$ cat src/hw/rtl/ccos_pkg.sv
// Package with types and constants of the cube corner order sorter.
package ccos_pkg;

    localparam int CORNERS = 8;
    localparam int IDX_BITS = 3;
    localparam int DIR_W = 16;
    localparam int KEY_W = DIR_W + 2;
    localparam int ORDER_W = CORNERS * IDX_BITS;

    typedef logic signed [DIR_W-1:0] t_dir;
    typedef logic signed [KEY_W-1:0] t_key;
    typedef logic [IDX_BITS-1:0] t_idx;
    typedef logic [ORDER_W-1:0] t_order;

endpackage

$ cat src/hw/rtl/ccos_sort.sv
// Corner key generation and eight-input bitonic sorting network.
module ccos_sort (
    input  ccos_pkg::t_dir   i_dir_x,
    input  ccos_pkg::t_dir   i_dir_y,
    input  ccos_pkg::t_dir   i_dir_z,
    output ccos_pkg::t_order o_corner_order
);

    ccos_pkg::t_key w_x;
    ccos_pkg::t_key w_y;
    ccos_pkg::t_key w_z;

    assign w_x = {{2{i_dir_x[ccos_pkg::DIR_W-1]}}, i_dir_x};
    assign w_y = {{2{i_dir_y[ccos_pkg::DIR_W-1]}}, i_dir_y};
    assign w_z = {{2{i_dir_z[ccos_pkg::DIR_W-1]}}, i_dir_z};

    // Keys and corner indices move together through the compare-exchange stages.
    always_comb begin
        ccos_pkg::t_key   keys [ccos_pkg::CORNERS];
        ccos_pkg::t_idx   idx  [ccos_pkg::CORNERS];
        ccos_pkg::t_key   t_k;
        ccos_pkg::t_idx   t_i;
        logic             swap;
        ccos_pkg::t_order packed_order;
        t_k  = '0;
        t_i  = '0;
        swap = 1'b0;
        for (int c = 0; c < ccos_pkg::CORNERS; c++) begin
            keys[c] = (c[2] ? w_x : '0) + (c[1] ? w_y : '0) + (c[0] ? w_z : '0);
            idx[c]  = ccos_pkg::t_idx'(c);
        end
        for (int k = 2; k <= ccos_pkg::CORNERS; k = k * 2) begin
            for (int j = k / 2; j > 0; j = j / 2) begin
                for (int i = 0; i < ccos_pkg::CORNERS; i++) begin
                    if ((i ^ j) > i) begin
                        if ((i & k) == 0) begin
                            swap = keys[i] > keys[i ^ j];
                        end else begin
                            swap = keys[i] < keys[i ^ j];
                        end
                        if (swap) begin
                            t_k          = keys[i];
                            keys[i]      = keys[i ^ j];
                            keys[i ^ j]  = t_k;
                            t_i          = idx[i];
                            idx[i]       = idx[i ^ j];
                            idx[i ^ j]   = t_i;
                        end
                    end
                end
            end
        end
        packed_order = '0;
        for (int c = 0; c < ccos_pkg::CORNERS; c++) begin
            packed_order[c*ccos_pkg::IDX_BITS +: ccos_pkg::IDX_BITS] = idx[c];
        end
        o_corner_order = packed_order;
    end

endmodule

$ cat src/hw/rtl/cube_corner_order_sorter.sv
// Top level of the cube corner order sorter.
// Accepted inputs load the input registers, then the sort result loads the result register.
// Throughput: one transaction per cycle, limited only by output stall.
// The key sums and the six compare-exchange stages sit between the input and result registers.
// Reset is synchronous and active low and clears both valid flags; payload is not reset.
module cube_corner_order_sorter (
    input  logic                    i_clk,
    input  logic                    i_rst_n,
    input  logic                    i_in_valid,
    output logic                    o_in_stall,
    input  ccos_pkg::t_dir          i_dir_x,
    input  ccos_pkg::t_dir          i_dir_y,
    input  ccos_pkg::t_dir          i_dir_z,
    output logic                    o_out_valid,
    input  logic                    i_out_stall,
    output ccos_pkg::t_order        o_corner_order
);

    logic             r_in_valid;
    ccos_pkg::t_dir   r_dir_x;
    ccos_pkg::t_dir   r_dir_y;
    ccos_pkg::t_dir   r_dir_z;
    logic             r_out_valid;
    ccos_pkg::t_order r_order;
    ccos_pkg::t_order n_order;
    logic             w_out_load;
    logic             w_in_load;

    assign w_out_load  = !r_out_valid || !i_out_stall;
    assign o_in_stall  = r_in_valid && !w_out_load;
    assign w_in_load   = !o_in_stall;
    assign o_out_valid = r_out_valid;
    assign o_corner_order = r_order;

    ccos_sort u_sort (
        .i_dir_x        (r_dir_x),
        .i_dir_y        (r_dir_y),
        .i_dir_z        (r_dir_z),
        .o_corner_order (n_order)
    );

    always_ff @(posedge i_clk) begin
        if (!i_rst_n) begin
            r_in_valid  <= 1'b0;
            r_out_valid <= 1'b0;
        end else begin
            if (w_in_load) begin
                r_in_valid <= i_in_valid;
            end
            if (w_out_load) begin
                r_out_valid <= r_in_valid;
            end
        end
    end

    always_ff @(posedge i_clk) begin
        if (w_in_load && i_in_valid) begin
            r_dir_x <= i_dir_x;
            r_dir_y <= i_dir_y;
            r_dir_z <= i_dir_z;
        end
        if (w_out_load && r_in_valid) begin
            r_order <= n_order;
        end
    end

endmodule

$ cat config.mk
export PLATFORM = sky130hd
export DESIGN_NAME = cube_corner_order_sorter
export DESIGN_NICKNAME = d
export VERILOG_FILES = /design/src/hw/rtl/ccos_pkg.sv /design/src/hw/rtl/ccos_sort.sv /design/src/hw/rtl/cube_corner_order_sorter.sv
export SDC_FILE = /design/constraint.sdc
export NUM_CORES = 1
export LEC_CHECK = 0
export BUFFER_PORTS_ARGS = -buffer_cell sky130_fd_sc_hd__buf_4
export CAP_MARGIN = 5
export CORE_MARGIN = 5
export CORE_UTILIZATION = 30
export CTS_CLUSTER_DIAMETER = 120
export DETAILED_ROUTE_END_ITERATION = 8
export PLACE_DENSITY = 0.53
export SYNTH_ARGS = -nofsm -noshare
export SYNTH_HDL_FRONTEND = slang
export SYNTH_SLANG_ARGS = --single-unit
$ cat constraint.sdc
create_clock -name i_clk -period 27.1 [get_ports i_clk]
set_input_delay 2.71 -clock i_clk [delete_from_list [all_inputs] [get_ports i_clk]]
set_output_delay 2.71 -clock i_clk [all_outputs]
set_load 0.01 [all_outputs]
After elaboration in Yosys (flattened, before gate mapping):

Cells that the tools add are included.

* mux-type cells: 68
* reductions and logical operators: 8
* add/sub/neg operators: 4
* magnitude comparators: 24

Operators with widths (count)
* 18-bit 2-to-1 mux: 24
* 18-bit > comparator: 16
* 36-bit 2-to-1 mux: 8
* 18-bit < comparator: 4
* 3-bit 2-to-1 mux: 20
* 16-bit by 16-bit adder with 17-bit output: 3
* 6-bit 2-to-1 mux: 8
* 17-bit by 16-bit adder with 18-bit output: 1
* 17-bit by 18-bit < comparator with 1-bit output: 1
* 16-bit by 17-bit > comparator with 1-bit output: 1
* 16-bit by 17-bit < comparator with 1-bit output: 1
* 1-bit by 16-bit > comparator with 1-bit output, first input constant: 1
* 4-bit 2-to-1 mux: 4
* 2-bit 2-to-1 mux: 4
* 1-bit logical NOT: 4
* 1-bit logical AND: 3
* 1-bit logical OR: 1

* logic and storage cells: 110
* bits of input ports: 52
* output and inout port bits: 26
* register bits after elaboration: 74

Depth between registers and ports, before layout:

* depth in word-level cells: 14
* depth in mapped cells: 93
* mapped depth without buffers: 87

By module:

A second synthesis with hierarchy kept.

* cells, all modules: 3033
* area total of the unflattened synthesis: 24069.3 sq um

Modules (own cells, without submodules)
* ccos_sort: times used 1, seq. area each 0.0 sq um, area an instance 21823.4 sq um, cells each 2953
* cube_corner_order_sorter: times used 1, seq. area each 2202.1 sq um, area an instance 2245.9 sq um, cells each 80

Worst setup path before layout:

No wires, ideal clock.

* kind: reg-to-reg
* start point: register r_dir_x[1]
* end point: register r_order[18] (netlist: o_corner_order[18]) (data pin)
* cell stages (with the launch flop): 82
* buffers on the path: 8
* period minus slack after synthesis: 17286 ps
* library setup time: 277 ps
* path slack: 9814 ps
* required time: 26823 ps
* arrival time: 17010 ps
* cell sequence: edfxtp_1 -> inv_1 -> fa_1 -> nor2b_1 -> o21ai_0 -> a21boi_0 -> o21ai_0 -> nand2b_1 -> a21oi_1 -> xnor2_1 -> ha_1 -> a21oi_1 -> nor2b_1 -> nor2_1 -> a31o_2 -> a41oi_1 -> a21boi_0 -> xnor2_1 -> (+46 left out) -> a21o_1 -> a21oi_1 -> a21oi_1 -> a2111oi_0 -> o2111ai_1 -> o211ai_1 -> clkbuf_1 -> clkbuf_1 -> mux2i_1 -> ha_1 -> and3_1 -> a221o_1 -> a221oi_1 -> a21oi_1 -> a211oi_1 -> mux2i_1 -> nor2_1 -> mux2i_1

* longest elaborated chain between the ends: 14
* elaborated cells between the ends (all ways): 45
* those cells by class: add/sub (3); order compare (13); mux (29)

Ends and longest elaborated chain
* start, declared: line cube_corner_order_sorter.sv:20 `ccos_pkg::t_dir r_dir_x;`
* start signal, assigned: line cube_corner_order_sorter.sv:58 `r_dir_x <= i_dir_x;`
* 16-bit by 16-bit adder with 17-bit output: line ccos_sort.sv:29 `keys[c] = (c[2] ? w_x : '0) + (c[1] ? w_y : '0) + (c[0] ? w_z : '0);`
* 17-bit by 16-bit adder with 18-bit output: line ccos_sort.sv:29
* 17-bit by 18-bit < comparator with 1-bit output: line ccos_sort.sv:39 `swap = keys[i] < keys[i ^ j];`
* 36-bit 2-to-1 mux: line ccos_sort.sv:41 `if (swap) begin`
* 18-bit < comparator: line ccos_sort.sv:39
* 18-bit 2-to-1 mux: line ccos_sort.sv:41
* 18-bit < comparator: line ccos_sort.sv:39
* 36-bit 2-to-1 mux: line ccos_sort.sv:41
* 18-bit > comparator: line ccos_sort.sv:37 `swap = keys[i] > keys[i ^ j];`
* 18-bit 2-to-1 mux: line ccos_sort.sv:41
* 18-bit > comparator: line ccos_sort.sv:37
* 18-bit 2-to-1 mux: line ccos_sort.sv:41
* 18-bit > comparator: line ccos_sort.sv:37
* 6-bit 2-to-1 mux (*): line ccos_sort.sv:41
* net n_order[18]: line cube_corner_order_sorter.sv:25 `ccos_pkg::t_order n_order;`
* end signal, assigned: line cube_corner_order_sorter.sv:63 `r_order <= n_order;`
* end, declared: line cube_corner_order_sorter.sv:24 `ccos_pkg::t_order r_order;`

The timed path passes the listed nets; every way through them passes the cells marked *.
A chain may end at the register's enable or synchronous reset.

Worst setup path after layout:

* start point: register r_dir_y[8]
* end point: register r_order[0] (netlist: o_corner_order[0]) (data pin)

* longest elaborated chain between the ends: 14
* elaborated cells between the ends (all ways): 61
* those cells by class: add/sub (3); order compare (17); mux (41)

Ends and longest elaborated chain
* start, declared: line cube_corner_order_sorter.sv:21 `ccos_pkg::t_dir r_dir_y;`
* start signal, assigned: line cube_corner_order_sorter.sv:59 `r_dir_y <= i_dir_y;`
* 16-bit by 16-bit adder with 17-bit output: line ccos_sort.sv:29
* 17-bit by 16-bit adder with 18-bit output: line ccos_sort.sv:29
* 17-bit by 18-bit < comparator with 1-bit output: line ccos_sort.sv:39
* 36-bit 2-to-1 mux: line ccos_sort.sv:41
* 18-bit < comparator: line ccos_sort.sv:39
* 18-bit 2-to-1 mux: line ccos_sort.sv:41
* 18-bit < comparator: line ccos_sort.sv:39
* 36-bit 2-to-1 mux: line ccos_sort.sv:41
* 18-bit > comparator: line ccos_sort.sv:37
* 18-bit 2-to-1 mux: line ccos_sort.sv:41
* 18-bit > comparator: line ccos_sort.sv:37
* 18-bit 2-to-1 mux: line ccos_sort.sv:41
* 18-bit > comparator: line ccos_sort.sv:37
* 6-bit 2-to-1 mux (*): line ccos_sort.sv:41
* net n_order[0]: line cube_corner_order_sorter.sv:25

Marks and branches as above.

==> results_dict.tcl <==
set metrics [dict create \
    fmax_ghz 0.0481 \
    wl_um 93100 \
    synth_top_family_by_area "adder cells" \
    nets 3571 \
    grt_overflow 0 \
    die_width_um 295 \
    arrival_ns 20.88 \
    ys_seq_elements 74 \
    outcome "finished, violations left" \
    core-area_um2 80500 \
    min_from "r_in_valid$_SDFFE_PN0N_" \
    hpwl_um 79300 \
    clk_latency_ns 0.38 \
    io_buffers 77 \
    grt_max_degree 73 \
    synth_compound_area_share_pct 19.6 \
    start_kind "register" \
    fin_crit_sh_pct 76.7 \
    holdPathStages 2 \
    num_vias 22707 \
    synth_xor_area_share_pct 1.80 \
    crit_path_end_kind "register" \
    synth_fa_ha_area_share_pct 24.5 \
    drt-pass1-iter-count 6 \
    skew_ns 0.0123 \
    synthMuxAreaShare_pct 24.1 \
    fin_crit_ns 20.79 \
    timing.rr.start "r_dir_y[8]$_DFFE_PP_" \
    route.detailed.drc 0 \
    setup-tns-final_ns 0 \
    hold_buffers 0 \
    cts_buffers 9 \
    seq_area_frac_synth_pct 9.04 \
    clockBufferDepth 2 \
    finalHoldViolCount 0 \
    gp_congestion 1.04 \
    cts-root-buf "clkbuf_16" \
    initial_core_util_pct 30.3 \
    area_growth_pct 9.01 \
    cts_resized 0 \
    syn_inst 3015 \
    r2r-end "o_corner_order[0]$_DFFE_PP_" \
    timing.hold.worst.class "register to register" \
    dieArea_um2 87000 \
    syn_area_per_cell_um2 8.08 \
    cts_max_level 3 \
    timing.final.setup_violations 0 \
    cts.clk_slew.worst_paths_ns 0.08 \
    slowest_delay_ns 0.83 \
    grt_antenna_before_repair 3 \
    crit_type "register to register" \
    cap_violations 1 \
    yosys_warnings 0 \
    synth_edf_count 72 \
    relSlewSlack_pct 1.28 \
    first_global_vias 21347 \
    post_drt_wl_per_cell_um 22.7 \
    synth_async_sr_flop_share_pct 0 \
    slew_violations 0 \
    worst-slew-pin-transition_ns 1.44 \
    track_usage_pct 20.7 \
    cp_max_fo 57 \
    vias_per_cell 5.52 \
    min_to "o_out_valid$_SDFFE_PN0N_" \
    yosysUniqueCellTypes 96 \
    fp-row-count 104 \
    reg2reg_setup_slack_ns 6.31 \
    post_cts_buffers 0 \
    violations "max-capacitance violations" \
    cts_sinks 74 \
    required_ns 27.20 \
    die_h_um 295 \
    yosys.area_share.simple_pct 13.8 \
    rsz0062_at_grt "false" \
    layout-drive-gt1-share_pct 8.85 \
    ios 78 \
    ant_nets 0 \
    cp_slowest_cell "nand2_1" \
    ys.flop_type "edfxtp_1" \
    syn_area_um2 24400 \
    grt_pass1_wl_um 137000 \
    drt_iter0_drc 1767 \
    cts_tree "built" \
    ff2ff_path_depth 76 \
    worstSetupStartpoint "r_dir_y[8]$_DFFE_PP_" \
]
==> routing by layer <==
| metal | GRT usage (%) | wire [µm] |
|---|---|---|
| met5 | 0 | 20 |
| met1 | 27.3 | 41100 |
| met4 | 7.07 | 3520 |
| met3 | 3.84 | 6550 |
| met2 | 34.0 | 42000 |
==> final cells by class <==
class,instances,area (µm²)
clock buffer,9,225
fill,8501,54000
timing repair buffer,118,886
multi-input combinational,2496,20500
clock inverter,7,85.1
inverter,346,1300
antenna,1,2.50
tap,1060,1330
sequential,74,2200
==> per-stage QoR <==
stage               setup WS [ns]  utilization [%]  cell area (µm²)  cells  hold slack [ns]
global route                 4.82             33.0            26600   4110            0.569
global placement             6.74             32.6            26300   4094            0.503
CTS                          6.64             33.0            26600   4110            0.535
finish                       6.31             33.0            26600   4111            0.532
detailed placement           6.75             32.6            26300   4094            0.514
floorplan                    9.81                -            24400   3016            0.466
==> synthesized netlist by cell type, types with 66 or more instances <==
master      n  share of area (%)
a21oi_1   213                4.4
a21o_1    113                3.5
ha_1      470                 24
mux2_2     80                3.7
mux2i_1   488                 20
o21ai_0   135                2.8
edfxtp_1   72                8.9
nor2_1    158                2.4
nand2_1   148                2.3
nand4_1    71                1.8
clkbuf_1   71                1.1
nand3_1    66                1.4
inv_1     342                5.3
==> worst max-delay path: cells and delay by family (launching register included) <==
| family | cells | cell delay (ns) |
|---|---|---|
| xor gates and xnor gates | 2 | 0.49 |
| adders and majority gates | 8 | 2.62 |
| muxes | 7 | 2.52 |
| buffers and inverters | 7 | 1.75 |
| and+or+nand+nor | 12 | 3.12 |
| AOI/OAI and AO/OA | 40 | 9.35 |
| DFF | 1 | 0.55 |
==> how the worst max path moves through the flow <==
stage | to | slack, ns | depth (start not counted)
floorplan | o_corner_order[18]$_DFFE_PP_ | 9.81 | 81
global placement | o_corner_order[0]$_DFFE_PP_ | 6.74 | 75
detailed placement | o_corner_order[5]$_DFFE_PP_ | 6.75 | 76
CTS | o_corner_order[0]$_DFFE_PP_ | 6.64 | 79
global route | o_corner_order[5]$_DFFE_PP_ | 4.82 | 79
finish | o_corner_order[0]$_DFFE_PP_ | 6.31 | 76
==> flip-flops by register name, indices dropped and copies added, names as in the netlist <==
signal / flops
r_dir_z: 16
r_dir_x: 16
r_in_valid: 1
r_dir_y: 16
o_out_valid: 1
o_corner_order: 24
==> kinds of logic (layout without fill, tap and decap cells) <==
group                      after synthesis  in the layout
other                                    1              3
DFF                                     74             74
AOI/OAI and AO/OA                      729            729
buffers and inverters                  446            480
muxes                                  574            574
and+or+nand+nor                        667            667
adders and majority gates              474            474
xor gates and xnor gates                50             50
==> cells in the final DEF (no fill, tap or decap), types with 6 or more instances in the layout <==
cell type  count
ha_1         470
o211ai_1      34
o21ai_0      135
or3_1          6
and2_1        23
xnor2_1       39
or2_2          6
and3_1        13
a221o_1        6
buf_4        118
o22ai_1        6
xor2_1        11
a32oi_1       10
nand2_1      148
a221oi_1      11
a21oi_1      211
nand3_1       66
a31oi_1       13
o21a_1        46
and4_1        13
a211oi_1      25
edfxtp_1      72
o21bai_1       9
clkbuf_16      9
a2111oi_0      8
a21boi_0      10
a21o_1       113
mux2i_1      488
nor4_1        22
a211o_1        6
nand4_1       71
nor2_1       154
mux2_2        80
nor2b_1       54
o31ai_1        9
nand2b_1      28
inv_1        342
nor3_1        37
Power is left out: the tool's default activity adds up to more than one toggle a clock period on the data nets, which glitch-free logic cannot reach.
